## src/mnba_pkg.sv

```systemverilog
`timescale 1ns / 1ps
// ----------------------------------------------------------------------------
// mnba_pkg: shared types and constants for the major number allocator
// Holds the result status codes, the default parameter values and the
// command and status bundles between the controller and the datapath.
// ----------------------------------------------------------------------------
package mnba_pkg;

  // Default configuration
  localparam int DEF_NUM_FS_TYPES = 8;
  localparam int DEF_MAP_BITS     = 128;

  // First major number covered by the used map
  localparam logic [7:0] MAJOR_BASE = 8'd128;

  // Result status codes
  typedef enum logic [2:0] {
    ST_GRANTED  = 3'd0,
    ST_FALLBACK = 3'd1,
    ST_FREED    = 3'd2,
    ST_IGNORED  = 3'd3,
    ST_ERROR    = 3'd4
  } status_t;

  // Commands from the controller to the datapath
  typedef struct packed {
    logic accept;    // latch a request, mark reserved numbers on allocate
    logic do_free;   // evaluate and apply a free request
    logic scan;      // examine one map byte
    logic load_out;  // move the pending result into the output register
  } cmd_t;

  // Status from the datapath to the controller
  typedef struct packed {
    logic found;     // current map byte holds a free bit
    logic last;      // current map byte is the last one
    logic out_full;  // output register holds an untaken result
  } dp_sts_t;

endpackage

```

## src/mnba_ctrl.sv

```systemverilog
`timescale 1ns / 1ps
// ----------------------------------------------------------------------------
// mnba_ctrl: request sequencer
// Accepts one request at a time, steps the datapath through a free or a
// byte-wise map scan, and hands the result to the output register.
// ----------------------------------------------------------------------------
module mnba_ctrl import mnba_pkg::*; (
  input  logic    clk,
  input  logic    rst,
  input  logic    in_valid,
  output logic    in_ready,
  input  logic    mode,
  input  logic    out_ready,
  input  dp_sts_t sts,
  output cmd_t    cmd
);

  typedef enum logic [3:0] {
    S_IDLE  = 4'b0001,
    S_FREE  = 4'b0010,
    S_SCAN  = 4'b0100,
    S_WRITE = 4'b1000
  } state_t;

  state_t state;
  state_t state_next;
  logic   out_slot_free;

  assign in_ready      = (state == S_IDLE);
  assign out_slot_free = !sts.out_full || out_ready;

  // Drive datapath commands
  always_comb begin
    cmd          = '0;
    cmd.accept   = (state == S_IDLE) && in_valid;
    cmd.do_free  = (state == S_FREE);
    cmd.scan     = (state == S_SCAN);
    cmd.load_out = (state == S_WRITE) && out_slot_free;
  end

  // Advance the sequencer
  always_comb begin
    state_next = state;
    unique case (state)
      S_IDLE: begin
        if (in_valid) begin
          state_next = mode ? S_FREE : S_SCAN;
        end
      end
      S_FREE: begin
        state_next = S_WRITE;
      end
      S_SCAN: begin
        if (sts.found || sts.last) begin
          state_next = S_WRITE;
        end
      end
      S_WRITE: begin
        if (out_slot_free) begin
          state_next = S_IDLE;
        end
      end
      default: begin
        state_next = S_IDLE;
      end
    endcase
  end

  always_ff @(posedge clk) begin
    if (rst) begin
      state <= S_IDLE;
    end else begin
      state <= state_next;
    end
  end

endmodule

```

## src/mnba_dp.sv

```systemverilog
`timescale 1ns / 1ps
// ----------------------------------------------------------------------------
// mnba_dp: used map and result datapath
// Holds the used map, scans it one byte per cycle for the lowest free bit,
// applies free requests, and keeps the pending and output results.
// ----------------------------------------------------------------------------
module mnba_dp import mnba_pkg::*; #(
  parameter int NUM_FS_TYPES = DEF_NUM_FS_TYPES,
  parameter int MAP_BITS     = DEF_MAP_BITS
) (
  input  logic       clk,
  input  logic       rst,
  input  cmd_t       cmd,
  output dp_sts_t    sts,
  input  logic       mode,
  input  logic       type_given,
  input  logic [2:0] fs_type,
  input  logic [7:0] number,
  input  logic       out_ready,
  output logic       out_valid,
  output logic [7:0] major,
  output logic [2:0] status
);

  localparam int NUM_BYTES = (MAP_BITS + 7) / 8;
  localparam int PAD_BITS  = NUM_BYTES * 8;
  localparam int BYTE_W    = (NUM_BYTES > 1) ? $clog2(NUM_BYTES) : 1;

  // Latched request
  logic             req_typed;
  logic [2:0]       req_type;
  logic [7:0]       req_number;

  logic [MAP_BITS-1:0] used_map;
  logic [MAP_BITS-1:0] used_map_next;
  logic [MAP_BITS-1:0] resv_mask;
  logic [PAD_BITS-1:0] padded_map;
  logic [BYTE_W-1:0]   byte_cnt;

  logic [7:0]  pend_major;
  status_t     pend_status;

  logic [7:0]  scan_byte;
  logic [2:0]  pos;
  logic        found;
  logic        last;
  logic [6:0]  grant_idx;
  logic        type_known;
  logic        in_range;
  logic        own_resv;
  logic        free_clears;

  // Reserved numbers and padding bits beyond the map read as used
  for (genvar i = 0; i < MAP_BITS; i++) begin : g_resv
    assign resv_mask[i] = (i < NUM_FS_TYPES);
  end

  for (genvar i = 0; i < PAD_BITS; i++) begin : g_pad
    if (i < MAP_BITS) begin : g_map
      assign padded_map[i] = used_map[i];
    end else begin : g_fill
      assign padded_map[i] = 1'b1;
    end
  end

  // Pick the lowest free bit of the current byte
  assign scan_byte = padded_map[{byte_cnt, 3'b000} +: 8];
  assign found     = !(&scan_byte);
  assign last      = (byte_cnt == BYTE_W'(NUM_BYTES - 1));

  always_comb begin
    pos = 3'd0;
    for (int j = 7; j >= 0; j--) begin
      if (!scan_byte[j]) begin
        pos = 3'(j);
      end
    end
  end

  assign grant_idx = 7'({byte_cnt, pos});

  // Free request checks
  assign type_known  = ({5'd0, req_type} < 8'(NUM_FS_TYPES));
  assign in_range    = req_number[7] && ({1'b0, req_number[6:0]} < 8'(MAP_BITS));
  assign own_resv    = req_typed && type_known && (req_number[6:0] == {4'd0, req_type});
  assign free_clears = in_range && !own_resv;

  // Next map: mark reserved, clear freed bit, claim granted bit
  always_comb begin
    used_map_next = used_map;
    if (cmd.accept && !mode) begin
      used_map_next = used_map | resv_mask;
    end
    for (int i = 0; i < MAP_BITS; i++) begin
      if (cmd.do_free && free_clears && (7'(i) == req_number[6:0])) begin
        used_map_next[i] = 1'b0;
      end
      if (cmd.scan && found && (7'(i) == grant_idx)) begin
        used_map_next[i] = 1'b1;
      end
    end
  end

  // Map, byte counter and output handshake
  always_ff @(posedge clk) begin
    if (rst) begin
      used_map  <= '0;
      byte_cnt  <= '0;
      out_valid <= 1'b0;
    end else begin
      used_map <= used_map_next;
      if (cmd.accept) begin
        byte_cnt <= '0;
      end else if (cmd.scan && !found && !last) begin
        byte_cnt <= byte_cnt + BYTE_W'(1);
      end
      if (cmd.load_out) begin
        out_valid <= 1'b1;
      end else if (out_ready) begin
        out_valid <= 1'b0;
      end
    end
  end

  // Request capture and result payload
  always_ff @(posedge clk) begin
    if (cmd.accept) begin
      req_typed  <= type_given;
      req_type   <= fs_type;
      req_number <= number;
    end
    if (cmd.do_free) begin
      if (!in_range) begin
        pend_major  <= 8'd0;
        pend_status <= ST_ERROR;
      end else if (own_resv) begin
        pend_major  <= req_number;
        pend_status <= ST_IGNORED;
      end else begin
        pend_major  <= req_number;
        pend_status <= ST_FREED;
      end
    end
    if (cmd.scan) begin
      if (found) begin
        pend_major  <= MAJOR_BASE | {1'b0, grant_idx};
        pend_status <= ST_GRANTED;
      end else if (last) begin
        if (req_typed && type_known) begin
          pend_major  <= MAJOR_BASE | {5'd0, req_type};
          pend_status <= ST_FALLBACK;
        end else begin
          pend_major  <= 8'd0;
          pend_status <= ST_ERROR;
        end
      end
    end
    if (cmd.load_out) begin
      major  <= pend_major;
      status <= pend_status;
    end
  end

  assign sts.found    = found;
  assign sts.last     = last;
  assign sts.out_full = out_valid;

endmodule

```

## src/major_number_bitmap_allocator.sv

```systemverilog
`timescale 1ns / 1ps
// ----------------------------------------------------------------------------
// major_number_bitmap_allocator: first-free allocator for majors 128 to 255
// Allocates and frees major numbers against a used map with reserved
// numbers per filesystem type.
// ----------------------------------------------------------------------------
// One request is in flight at a time. A free steps through the free state
// and the write state, where its result is loaded into the output register.
// An allocate scans the used map one byte per cycle from the lowest byte,
// stopping at the first byte that holds a free bit or at the last byte, and
// then moves to the write state, so its result turns valid later the farther
// the first free bit lies. A result that finds the output register still
// holding an untaken result waits, and no new request is taken meanwhile.
// A new request is taken as soon as the previous result sits in the output
// register, even if that result has not yet been taken.
// The used map resets to all free at once; no clearing pass follows reset.
// ----------------------------------------------------------------------------
module major_number_bitmap_allocator import mnba_pkg::*; #(
  parameter int NUM_FS_TYPES = DEF_NUM_FS_TYPES,
  parameter int MAP_BITS     = DEF_MAP_BITS
) (
  input  logic       clk,
  input  logic       rst,
  input  logic       in_valid,
  output logic       in_ready,
  input  logic       mode,
  input  logic       type_given,
  input  logic [2:0] fs_type,
  input  logic [7:0] number,
  output logic       out_valid,
  input  logic       out_ready,
  output logic [7:0] major,
  output logic [2:0] status
);

  cmd_t    cmd;
  dp_sts_t sts;

  mnba_ctrl u_ctrl (
    .clk       (clk),
    .rst       (rst),
    .in_valid  (in_valid),
    .in_ready  (in_ready),
    .mode      (mode),
    .out_ready (out_ready),
    .sts       (sts),
    .cmd       (cmd)
  );

  mnba_dp #(
    .NUM_FS_TYPES (NUM_FS_TYPES),
    .MAP_BITS     (MAP_BITS)
  ) u_dp (
    .clk        (clk),
    .rst        (rst),
    .cmd        (cmd),
    .sts        (sts),
    .mode       (mode),
    .type_given (type_given),
    .fs_type    (fs_type),
    .number     (number),
    .out_ready  (out_ready),
    .out_valid  (out_valid),
    .major      (major),
    .status     (status)
  );

endmodule

```

## config.mk

```make
export PLATFORM = sky130hd
export DESIGN_NAME = major_number_bitmap_allocator
export DESIGN_NICKNAME = d
export VERILOG_FILES = /design/src/mnba_pkg.sv /design/src/mnba_ctrl.sv /design/src/mnba_dp.sv /design/src/major_number_bitmap_allocator.sv
export SDC_FILE = /design/constraint.sdc
export NUM_CORES = 1
export LEC_CHECK = 0
export ABC_AREA = 1
export BUFFER_PORTS_ARGS = -buffer_cell sky130_fd_sc_hd__buf_2
export CAP_MARGIN = 15
export CORE_MARGIN = 5
export CORE_UTILIZATION = 33
export CTS_CLUSTER_DIAMETER = 30
export DETAILED_ROUTE_END_ITERATION = 10
export HOLD_SLACK_MARGIN = 0.12
export PLACE_DENSITY = 0.45
export SLEW_MARGIN = 15
export SYNTH_ARGS = -nofsm -noshare
export SYNTH_HDL_FRONTEND = slang
export SYNTH_SLANG_ARGS = --single-unit
```

## constraint.sdc

```tcl
create_clock -name clk -period 2.6 [get_ports clk]
set_input_delay 0.26 -clock clk [delete_from_list [all_inputs] [get_ports clk]]
set_output_delay 0.26 -clock clk [all_outputs]
set_load 0.005 [all_outputs]
```

**Word-level counts from Yosys, hierarchy flattened**

Index checks and enable logic that the tools add are counted.

- Flip-flop bits (word level): 171
- Output and inout bits: 13
- RAM bits: 0
- Word-level logic and storage cells: 1094
- Bits in read-only memories: 0
- Memories kept: 0
- Latch bits: 0

- Mux-type cells: 285
- Bitwise operators: 0
- Multiply operators: 0
- Shift operators: 1
- Eq/ne operators: 263
- Add/subtract/negate cells: 1
- Order comparisons: 0
- Reductions and logical operators: 406
- Divide/modulo/power cells: 0

Operators with widths:

| kind | number |
|---|---|
| $eq 7x7->1 const A | 128 |
| $eq 6x7->1 const A | 64 |
| $logic_and 1x1->1 | 265 |
| $mux 1 | 259 |
| $reduce_bool 2->1 | 121 |
| $eq 5x7->1 const A | 32 |
| $shiftx 128x8->8 | 1 |
| $eq 4x7->1 const A | 16 |
| $eq 3x7->1 const A | 8 |
| $mux 8 | 7 |
| $mux 3 | 15 |
| $eq 2x7->1 const A | 4 |
| $reduce_bool 3->1 | 8 |
| $pmux 4 s4 | 1 |
| $eq 1x7->1 const A | 2 |
| $logic_not 7->1 | 2 |
| $mux 4 | 3 |
| $eq 4x4->1 const B | 2 |
| $reduce_and 8->1 | 1 |
| $eq 7x3->1 | 1 |
| $logic_not 1->1 | 5 |
| $add 4x1->4 const B | 1 |
| $eq 4x1->1 const B | 1 |
| $eq 4x2->1 const B | 1 |
| 6 further kinds | 8 |

**Logic depth before layout (Yosys ltp)**

Gate-level depths: netlist of the first run.

- Depth after elaboration: 12
- Gate-level depth with buffers: 20
- Mapped depth without buffers: 18

**By module**

From an unflattened synthesis of the first run, not the netlist that was laid out.

- Cells, all modules: 1220
- Area, all modules: 8630.8 µm²

Modules (own cells, without submodules):

| module | times used | area each (µm²) | cells an instance |
|---|---|---|---|
| mnba_dp | 1 | 8369.3 | 1179 |
| mnba_ctrl | 1 | 261.5 | 41 |

**Worst setup path after synthesis of the first run**

No wires, ideal clock.

- Path type: register to register
- From: register u_dp.byte_cnt[0]
- To: register u_dp.byte_cnt[3]
- Buffers on the path: 3
- Period minus slack after synthesis: 2.327 ns
- Data required time: 2.483 ns
- Arrival time: 2.210 ns
- Cell stages (with the launch flop): 15
- Slack: 0.273 ns
- Cell sequence: dfxtp_1 buf_2 clkbuf_1 buf_2 nand3_1 nand2_1 nand2_1 nor2_4 nand2_1 nor2_1 nand2_1 inv_1 nand4_1 nand3_1 nor2_1

- Longest elaborated chain between the ends: 4
- Elaborated cells between the ends (all ways): 7
- Classes of those cells: add/sub: 1; eq/ne: 1; shift: 1; reduce/logical: 4

Ends and longest elaborated chain:

| element | RTL line | text |
|---|---|---|
| from (decl) | mnba_dp.sv:38 | `logic [BYTE_W-1:0] byte_cnt;` |
| from (signal assigned) | mnba_dp.sv:115 | `byte_cnt <= byte_cnt + BYTE_W'(1);` |
| $shiftx 128x8->8 | mnba_dp.sv:67 | `assign scan_byte = padded_map[{byte_cnt, 3'b000} +: 8];` |
| $reduce_and 8->1 | mnba_dp.sv:68 | `assign found = !(&scan_byte);` |
| $logic_and 1x1->1 (2 in a row) | mnba_dp.sv:114 | `end else if (cmd.scan && !found && !last) begin` |

Parallel ways exist; a longest one is shown, timed or not.
A chain may end at the register's enable or synchronous reset.

**Worst setup path after layout of the first run**

- From: register u_dp.byte_cnt[1]
- To: register u_dp.used_map[34], in the netlist u_dp.padded_map[34]

- Longest elaborated chain between the ends: 12
- Elaborated cells between the ends (all ways): 16
- Classes of those cells: eq/ne: 1; shift: 1; mux: 9; reduce/logical: 5

Ends and longest elaborated chain:

| element | RTL line | text |
|---|---|---|
| $shiftx 128x8->8 | mnba_dp.sv:67 |  |
| $mux 3 (8 in a row) | mnba_dp.sv:74 | `if (!scan_byte[j]) begin` |
| $eq 6x7->1 | mnba_dp.sv:98 | `if (cmd.scan && found && (7'(i) == grant_idx)) begin` |
| $logic_and 1x1->1 (*) | mnba_dp.sv:98 |  |
| $mux 1 or $reduce_bool 2->1 (tied branches) | - |  |
| to (signal assigned) | mnba_dp.sv:111 | `used_map <= used_map_next;` |
| to (decl) | mnba_dp.sv:34 | `logic [MAP_BITS-1:0] used_map;` |

Every way passes the cells marked *; elsewhere a longest branch is shown, timed or not.

==> metrics.cfg, run 1 <==
[yosys]
synth-compound-area-share_pct=16.2
synth_top_area_share_pct=34.1
synth_top_family_by_area=simple AND/OR/NAND/NOR gates
synth.net_count=1304
yosysUniqueCellTypes=32
synth_top_area_cell=dfxtp_1
synth.ff_latch_count=171
syn_area_per_cell_um2=6.75
yosys.area_share.xor_xnor_pct=0
synth_area_leaders=dfxtp_1 34%, nand2_1 12%, nor2_1 8.2%, o21ai_0 8.1%, edfxtp_1 8.0%
yosysWarnings=0
synthAdderAreaFrac_pct=0.144
synth_mux_area_share_pct=0
synthSimpleGateAreaFrac_pct=32.1
ys_seq_area_share_pct=42.1
netlist_area_um2=8680
syn_inst=1286

[route]
vias=8944
wirelength_mm=33.9
top_layer_used=met4
wl_per_cell_um=19.4
drtIter0Drc=759
vias_per_cell=5.12
met2_length_mm=15.9
wl_met1_mm=15.8
drcViolationCount=0
first_pass_iters=7
ant_nets=0
met3_length_mm=1.35

[clock_tree]
cts-root-buf=clkbuf_16
cts_tree=done
clock_path_buffers=2
clk_latency_ns=0.43
cts_buffers=17
cts_max_level=4
clock_sink_count=171
clk_pin_slew_worst_paths_ns=0.08

[global_routing]
grt_pass1_wl_mm=51.8
grt_usage_pct=22.9
globalRoute.totalOverflow=0
grt_pass1_vias=8599
antenna_found_initial=0
grt_max_degree=68

[place]
dpl-instance-area_um2=9990
hpwlAfterDp_mm=22.7
place.gp.congestion=0.855
io_buffers=29

[pwr]
power_density_nw_per_um2=555
p_leak_uw=0.00459
ir_drop_v=0.000319
power_uw=6110

[sta]
setup_violations=0
slew_headroom_pct=52.3
hold_violations=0
clock_skew_ns=0.0141
fmax_ghz=0.400
rsz0062_at_grt=true
slew_violations=0
min_period_ns=2.50
tightest_slew_ns=0.713
period_share_pct=96.1

[floorplanning]
coreArea_um2=26000
die_w_um=172
ios=30
die_h_um=172
dieArea_um2=29700
initial_core_util_pct=33.4
num_rows=59

[worst_setup_path]
crit_chain=buf_6 -> nor2_4 -> buf_12 -> buf_12 -> buf_4 -> nand3_1 -> nand2_1 -> nor2_1 -> nand2_1 -> nand2_2 -> nand2_1 -> nand2_1 -> nand2_1 -> nand2_1 -> nand2_2 -> nand2_2 -> nor2_2 -> buf_12 -> nand3_1 -> a21oi_1
critPathMostFrequentCell=nand2_1
cp.required_ns=2.95
cp_data_arrival_time_ns=2.85
crit_family=simple AND/OR/NAND/NOR gates
reg2reg_slack_ns=0.10
startpoint=u_dp.byte_cnt[1]
crit_end=u_dp.padded_map[34]
rr_worst_depth=20
crit_path_end_kind=register
startpoint_type=register
criticalPathCategory=reg2reg
regToRegEndpoint=u_dp.padded_map[34]
crit_slowest_cell=dfxtp_4
slowest_delay_ns=0.37
path_max_fanout=32
path_depth=20
rr_startpoint=u_dp.byte_cnt[1]
timing.critical_path.buf_inv=5

[run]
maxCapViolations=0

[worst_hold_path]
hold_class=in2reg

[finish]
design_area_um2=11000
syn_to_final_growth_pct=26.8
n_fill_cell=2801
drive_gt1_share_pct=17.1
fin_nets=1418
n_antenna_cell=0

[run_status]
outcome=completed

-- cell families (layout without fill, tap and decap cells) --
| group | after synthesis | after routing |
|---|---|---|
| flops | 171 | 171 |
| compound gates | 259 | 259 |
| fa+ha+maj | 1 | 1 |
| simple gates | 647 | 648 |
| buf+inv | 208 | 333 |
-- worst min path at each step --
stage | from | end | slack, ns | depth (start not counted)
final | in_valid | u_ctrl.state[0] | 0.15 | 4
after global routing | out_ready | u_dp.out_valid | 0.18 | 4
after CTS | in_valid | u_ctrl.state[0] | 0.14 | 4
after detailed placement | u_dp.pend_major[5] | u_dp.major[5] | 0.42 | 0
after global placement | u_dp.pend_major[0] | u_dp.major[0] | 0.41 | 0
after floorplan | number[0] | u_dp.req_number[0] | 0.36 | 0
-- Yosys cell counts --
cell and number:
or2_2 3, clkbuf_1 33, nand4_1 42, nor3b_1 1, nand2_2 2, nor2_4 4
nor3_1 5, a211oi_1 2, inv_1 134, clkinv_1 1, nor2_1 190, a31oi_1 2
nand3b_1 4, nand3_2 1, o21ai_0 140, nor2_2 8, o22ai_1 9, buf_4 2
a21oi_2 2, nand2_1 273, inv_2 9, nand3_1 111, o211ai_1 2, buf_1 1
nand4_2 2, buf_2 28, nor4_1 1, dfxtp_1 148, ha_1 1, edfxtp_1 23
a21oi_1 70, o21a_1 32
-- worst min-delay path, cell delays in order --
cell     delay (ns)
buf_2          0.08
inv_1          0.04
nand2_1        0.08
nand3_1        0.07
-- registers in the layout (all words and copies together), names as in the netlist, 3 cells and up --
| signal | cells |
|---|---|
| u_ctrl.state | 4 |
| u_dp.byte_cnt | 4 |
| u_dp.major | 8 |
| u_dp.padded_map | 128 |
| u_dp.pend_major | 8 |
| u_dp.pend_status | 3 |
| u_dp.req_number | 8 |
| u_dp.req_type | 3 |
| u_dp.status | 3 |
-- timing repair --
item / CTS / global route
pin swaps: 1 / 9
resized for setup: 9 / 55
endpoints found under the hold margin: 13 / 0
gates cloned: 0 / 2
hold buffers: 13 / 0
buffers inserted: 2 / 5
endpoints found under the setup margin: 143 / 144
-- power breakdown --
| group | switching, µW | internal, µW |
|---|---|---|
| Sequential | 67.4 | 2800 |
| Combinational | 407 | 213 |
| Clock | 1190 | 1440 |
-- final cells by class --
cell class                      instances  area [µm²]  area share, %
Clock inverter                         13         156           1.42
Timing Repair Buffer                  158        1420           12.9
Clock buffer                           18         429           3.90
Inverter                              144         551           5.00
Multi-Input combinational cell        908        4380           39.7
Sequential cell                       171        3660           33.3
Tap cell                              335         419           3.81
-- per-stage QoR --
| stage | std cells | utilization, % | setup slack, ns | hold WS (ns) | TNS (ns) |
|---|---|---|---|---|---|
| floorplan | 1286 | - | 0.273 | 0.359 | 0 |
| global placement | 1694 | 38.4 | -0.144 | 0.415 | -6.75 |
| detailed placement | 1694 | 38.4 | -0.177 | 0.420 | -11.03 |
| CTS | 1740 | 41.4 | 0.0127 | 0.140 | 0 |
| global route | 1747 | 42.4 | -0.0967 | 0.182 | -1.96 |
| finish | 1747 | 42.4 | 0.101 | 0.147 | 0 |
-- layout by cell type (no fill, tap or decap), types with 2 or more instances in the layout --
cell type / netlist / final
nand2_1: 273 / 258
nor2_1: 190 / 181
dfxtp_1: 148 / 145
o21ai_0: 140 / 137
inv_1: 134 / 132
nand3_1: 111 / 109
buf_4: 2 / 88
a21oi_1: 70 / 70
nand4_1: 42 / 42
o21a_1: 32 / 32
buf_2: 28 / 28
edfxtp_1: 23 / 23
clkbuf_16: 0 / 18
buf_12: 0 / 17
nand2_2: 2 / 14
nor2_2: 8 / 13
dlygate4sd3_1: 0 / 13
buf_6: 0 / 11
o22ai_1: 9 / 9
nor2_4: 4 / 8
inv_2: 9 / 7
inv_4: 0 / 5
nor3_1: 5 / 4
nand2_4: 0 / 4
nand3b_1: 4 / 4
o21ai_1: 0 / 3
or2_2: 3 / 3
inv_6: 0 / 3
clkinv_4: 0 / 3
nand3_2: 1 / 2
o211ai_1: 2 / 2
a21oi_4: 0 / 2
a31oi_1: 2 / 2
bufinv_16: 0 / 2
clkinvlp_4: 0 / 2
inv_8: 0 / 2
dfxtp_4: 0 / 2
-- routing by layer --
metal / GRT usage (%) / up-vias
li1: - / 4430
met2: 38.2 / 210
met3: 2.95 / 38
met4: 6.08 / 0
met1: 31.5 / 4266
met5: 0 / -
(Power assumes the default switching activity.)
==> inputs of run 2 (changes only) <==
- CORE_UTILIZATION: 33 -> 55
- PLACE_DENSITY: 0.45 -> 0.69
==> metrics.cfg, run 2 (same netlist as run 1, synthesis figures left out) <==
[clock_tree]
cts_tree=done
clk_latency_ns=0.43  ; about the same
cts_max_level=4  ; unchanged
clk_pin_slew_worst_paths_ns=0.07  ; about the same
clock_sink_count=171  ; unchanged
cts-root-buf=clkbuf_16
cts_buffers=17  ; unchanged
clock_path_buffers=2  ; unchanged

[worst_hold_path]
hold_path_startpoint=in_valid
worstHoldPathCells=4  ; unchanged
hold-path-endpoint=u_ctrl.state[0]
hold_class=in2reg

[place]
preCtsSetupSlack_ns=-0.0202  ; +0.156 ns
place.gp.congestion=0.938  ; +9.7%
io_buffers=29  ; unchanged
hpwlAfterDp_mm=18.6  ; -18%

[sta]
setup_violations=0  ; unchanged
tightest_slew_ns=0.633  ; -0.0800 ns
clock_skew_ns=0.00851  ; -0.00558 ns
fmax_ghz=0.396  ; -1.2%
period_share_pct=97.2  ; +1.1 points
setup_ws_ns=0.0722  ; -0.0292 ns
slew_violations=0  ; unchanged
min_period_ns=2.53  ; +0.0292 ns
hold_violations=0  ; unchanged
slew_headroom_pct=57.7  ; +5.3 points
rsz0062_at_grt=true

[route]
wl_per_cell_um=18.1  ; -6.9%
ant_nets=0  ; unchanged
drtIter0Drc=1064  ; +40%
vias=9128  ; +2.1%
first_pass_iters=6  ; -1
vias_per_cell=5.70  ; +11%
drcViolationCount=0  ; unchanged
wirelength_mm=28.9  ; -15%

[pwr]
ir_drop_v=0.000414  ; +30%
power_uw=5980  ; -2.2%
power_density_nw_per_um2=566  ; +1.9%
p_leak_uw=0.00441  ; -4.0%

[finish]
finalCoreUtilization_pct=67.3  ; +25 points
largest_reg_flops=128  ; unchanged
fin_nets=1391  ; -1.9%
drive_gt1_share_pct=15.2  ; -2.0 points
n_antenna_cell=0  ; unchanged
syn_to_final_growth_pct=21.7
final_cell_mix=261 x nand2_1, 182 x nor2_1, 145 x dfxtp_1
layout_commonest_cell=nand2_1

[worst_setup_path]
slowest_delay_ns=0.38  ; about the same
timing.critical_path.buf_inv=3  ; -2
regToRegEndpoint=u_dp.padded_map[42]
cp.required_ns=2.95  ; about the same
crit_slowest_cell=dfxtp_4
crit_path_end_kind=register
crit_family=simple AND/OR/NAND/NOR gates
path_max_fanout=16  ; -50%
startpoint_type=register
cp_data_arrival_time_ns=2.88  ; +0.03 ns
rr_startpoint=u_dp.byte_cnt[1]
critPathMostFrequentCell=nand2_1
rr_worst_depth=16  ; -20%
crit_chain=buf_6 -> nor2_4 -> buf_12 -> nand2_1 -> nand2_1 -> nand2_1 -> nand2_1 -> nor2_1 -> nor2_2 -> nand2_1 -> o21ai_1 -> nand2_2 -> nor2_4 -> buf_12 -> nand3_1 -> a21oi_1
reg2reg_slack_ns=0.07  ; -0.03 ns
criticalPathCategory=reg2reg

[global_routing]
globalRoute.totalOverflow=0  ; unchanged
grt_pass1_vias=8429  ; -2.0%
grt_usage_pct=31.5  ; +8.6 points
antenna_found_initial=0  ; unchanged
grt_max_degree=107  ; +57%
grt_pass1_wl_mm=45.1  ; -13%

[run_status]
outcome=completed

[run]
maxCapViolations=0  ; unchanged

[floorplanning]
die_h_um=136  ; -21%
die_w_um=136  ; -21%
dieArea_um2=18400  ; -38%
ios=30  ; unchanged
initial_core_util_pct=55.3  ; +22 points
num_rows=46  ; -22%
coreArea_um2=15700  ; -40%

-- run 2: cell count changes in the layout (fill, tap and decap cells not counted), moves of 3 or more --
cell	before	now
buf_12	17	10
clkbuf_8	0	4
nand2_1	258	261
inv_6	3	0
nor2_2	13	10
buf_4	88	71
buf_6	11	8
-- run 2: worst max path at each step --
stage                                start                    to  slack, ns  cells after the start
after floorplan           u_dp.byte_cnt[0]      u_dp.byte_cnt[3]       0.27                     14
after global placement    u_dp.byte_cnt[1]   u_dp.padded_map[57]      -0.02                     17
after detailed placement  u_dp.byte_cnt[1]   u_dp.padded_map[61]      -0.02                     17
after CTS                 u_dp.byte_cnt[1]  u_dp.padded_map[116]       0.04                     16
after global routing      u_dp.byte_cnt[1]   u_dp.padded_map[98]      -0.07                     16
final                     u_dp.byte_cnt[1]   u_dp.padded_map[42]       0.07                     16
-- run 2: metal layers --
metal | global-route usage (%) | vias to the layer above | wire, µm
met5 | 0 | - | 0
met2 | 49.7 | 461 | 12900
met4 | 14.8 | 0 | 1360
met3 | 6.46 | 96 | 2870
li1 | - | 4373 | -
met1 | 41.5 | 4198 | 11800
-- run 2: power by group --
part	switching [µW]	internal [µW]
Clock	1070	1480
Combinational	377	187
Sequential	65.8	2800
Total	1510	4470
-- run 2: area by class of cell --
| cell class | instances | area (µm²) |
|---|---|---|
| timing repair buffer | 131 | 1120 |
| sequential | 171 | 3660 |
| tap | 216 | 270 |
| clock inverter | 8 | 82.6 |
| inverter | 144 | 556 |
| fill | 1394 | 5140 |
| multi-input combinational | 908 | 4370 |
| clock buffer | 24 | 513 |
-- run 2: what timing repair did --
| item | 4_1_cts | 5_1_grt |
|---|---|---|
| endpoints found under the hold margin | 13 | 0 |
| setup endpoints to repair | 52 | 143 |
| cloned | 0 | 2 |
| pin swaps | 0 | 6 |
| setup buffers | 0 | 7 |
| gates resized for setup | 4 | 55 |
| hold buffers | 13 | 0 |
-- run 2: worst min-delay path: stages --
cell     delay (ns)
buf_2          0.08
inv_1          0.04
nand2_1        0.08
nand3_1        0.07
-- run 2: per-stage QoR --
stage | hold slack [ns] | instances | setup TNS, ns | area (µm²)
2_1_floorplan | 0.359 | 1286 | 0 | 8680
3_3_place_gp | 0.414 | 1548 | -0.109 | 9560
3_5_place_dp | 0.416 | 1548 | -0.0407 | 9560
4_1_cts | 0.145 | 1593 | 0 | 10300
5_1_grt | 0.189 | 1602 | -3.20 | 10600
6_report | 0.154 | 1602 | 0 | 10600
==> inputs of run 3 (changes only) <==
- BUFFER_PORTS_ARGS: -buffer_cell sky130_fd_sc_hd__buf_2 -> -buffer_cell sky130_fd_sc_hd__clkbuf_2
==> metrics.cfg, run 3 (same netlist as run 1, synthesis figures left out) <==
[run_status]
outcome=completed

[place]
dpl-instance-area_um2=9580  ; +0.21%
io_buffers=29  ; unchanged
hpwlAfterDp_mm=19.0  ; +2.5%
place.gp.congestion=0.982  ; +4.7%
dp_cells=1554  ; +0.39%

[pwr]
power_density_nw_per_um2=559  ; -1.2%
p_leak_uw=0.00453  ; +2.8%
ir_drop_v=0.000559  ; +35%

[finish]
n_antenna_cell=0  ; unchanged
final_cells=1616  ; +0.87%
syn_to_final_growth_pct=24.4
drive_gt1_share_pct=17.6  ; +2.5 points
design_area_um2=10800  ; +2.2%
layout_commonest_cell=nand2_1
final_cell_mix=257 x nand2_1, 181 x nor2_1, 145 x dfxtp_1
fin_nets=1405  ; +1.0%
largest_reg_flops=128  ; unchanged

[clock_tree]
cts-root-buf=clkbuf_16
clk_pin_slew_worst_paths_ns=0.06  ; about the same
cts_buffers=17  ; unchanged
clock_path_buffers=2  ; unchanged
cts_max_level=4  ; unchanged
clk_latency_ns=0.44  ; about the same
cts_tree=done
clock_sink_count=171  ; unchanged

[worst_setup_path]
crit_slowest_cell=dfxtp_4
criticalPathCategory=reg2reg
crit_family=simple AND/OR/NAND/NOR gates
slowest_delay_ns=0.37  ; about the same
crit_path_end_kind=register
path_max_fanout=8  ; -8
cp.required_ns=2.97  ; +0.02 ns
startpoint_type=register
cp_data_arrival_time_ns=2.94  ; +0.06 ns
timing.critical_path.buf_inv=6  ; +3
crit_chain=buf_8 -> nand2_1 -> inv_2 -> buf_4 -> nand2_1 -> nand2_1 -> inv_1 -> nand3_1 -> nand3_2 -> nand2_4 -> nand2_4 -> nor2_4 -> nand2_4 -> nor2_4 -> buf_4 -> a21oi_1 -> nor3_1 -> buf_4

[route]
first_pass_iters=6  ; unchanged
vias_per_cell=5.74  ; +0.70%
vias=9272  ; +1.6%
drcViolationCount=0  ; unchanged
wl_per_cell_um=18.3  ; +1.6%
drtIter0Drc=1122  ; +5.5%
ant_nets=0  ; unchanged
wirelength_mm=29.6  ; +2.5%

[sta]
hold_slack_ns=0.137  ; -0.0162 ns
hold_violations=0  ; unchanged
period_share_pct=98.9  ; +1.7 points
slew_violations=0  ; unchanged
fmax_ghz=0.389  ; -1.7%
tightest_slew_ns=0.603  ; -0.0306 ns
final.setup.tns_ns=0  ; unchanged
setup_violations=0  ; unchanged
slew_headroom_pct=59.7  ; +2.0 points
min_period_ns=2.57  ; +0.0430 ns
rsz0062_at_grt=true
clock_skew_ns=0.0122  ; +0.00365 ns

[global_routing]
globalRoute.totalOverflow=0  ; unchanged
grt_usage_pct=31.9  ; +0.38 points
grt_pass1_wl_mm=45.5  ; +0.82%
grt_pass1_vias=8350  ; -0.94%
antenna_found_initial=0  ; unchanged
grt_max_degree=95  ; -11%

[floorplanning]
num_rows=46  ; unchanged
die_h_um=136  ; unchanged
dieArea_um2=18400  ; unchanged
ios=30  ; unchanged
initial_core_util_pct=55.3  ; unchanged
coreArea_um2=15700  ; unchanged
die_w_um=136  ; unchanged

[run]
maxCapViolations=0  ; unchanged

[worst_hold_path]
hold_class=in2reg

-- run 3: cell types whose count changed in the layout (fill, tap and decap cells not counted), sizes merged --
cell,delta
buf,-13
clkbuf,+28
clkinv,-1
clkinvlp,-1
inv,+1
-- run 3: final cells by class --
cell class	count	area, µm²
well taps	216	270
multi-input cells	908	4470
clock inverters	7	78.8
clock buffers	25	522
flip-flops and latches	171	3660
inverters	144	553
fillers	1339	4910
repair buffers	145	1240
-- run 3: worst paths after layout --
kind / from / endpoint / slack (ns) / depth (start not counted)
worst min-delay path: in_valid / u_ctrl.state[0] / 0.14 / 4
worst max register to register: u_dp.byte_cnt[1] / u_dp.byte_cnt[2] / 0.03 / 18
worst max-delay path: u_dp.byte_cnt[1] / u_dp.byte_cnt[2] / 0.03 / 18
worst min register to register: u_dp.pend_status[2] / u_dp.status[2] / 0.43 / 0
-- run 3: power by group --
part / internal [µW] / switching [µW]
Combinational: 200 / 384
Sequential: 2800 / 64.2
Clock: 1500 / 1090
Total: 4500 / 1530
-- run 3: per-layer routing --
metal  wire length [µm]  part of all wire (%)  GRT usage, %  vias to the layer above
li1                   -                     -             -                     4404
met1              12500                    42          43.5                     4327
met2              13600                    46          50.8                      465
met3               2710                   9.1          5.57                       76
met4                864                   2.9          12.0                        0
met5                  0                     0             0                        -
-- run 3: through the flow --
step / worst slack (ns) / util [%] / total power (µW)
4_1_cts: -0.0169 / 66.0 / 6000
2_1_floorplan: 0.273 / - / 3240
3_5_place_dp: -0.0553 / 61.0 / 3450
3_3_place_gp: 0.00215 / 61.0 / 3440
6_report: 0.0292 / 68.7 / 6040
5_1_grt: -0.136 / 68.7 / 6230
-- run 3: what timing repair did --
action                     CTS  global route
hold buffers                13             0
gates resized for setup     13            93
buffers inserted             3            10
cloned                       0             4
pin swaps                    1            21
setup endpoints to repair   75           145
hold endpoints to repair    13             0
-- run 3: worst min-delay path, cell delays in order --
cell	delay, ns
clkbuf_2	0.08
inv_1	0.06
nand2_1	0.07
nand3_1	0.07
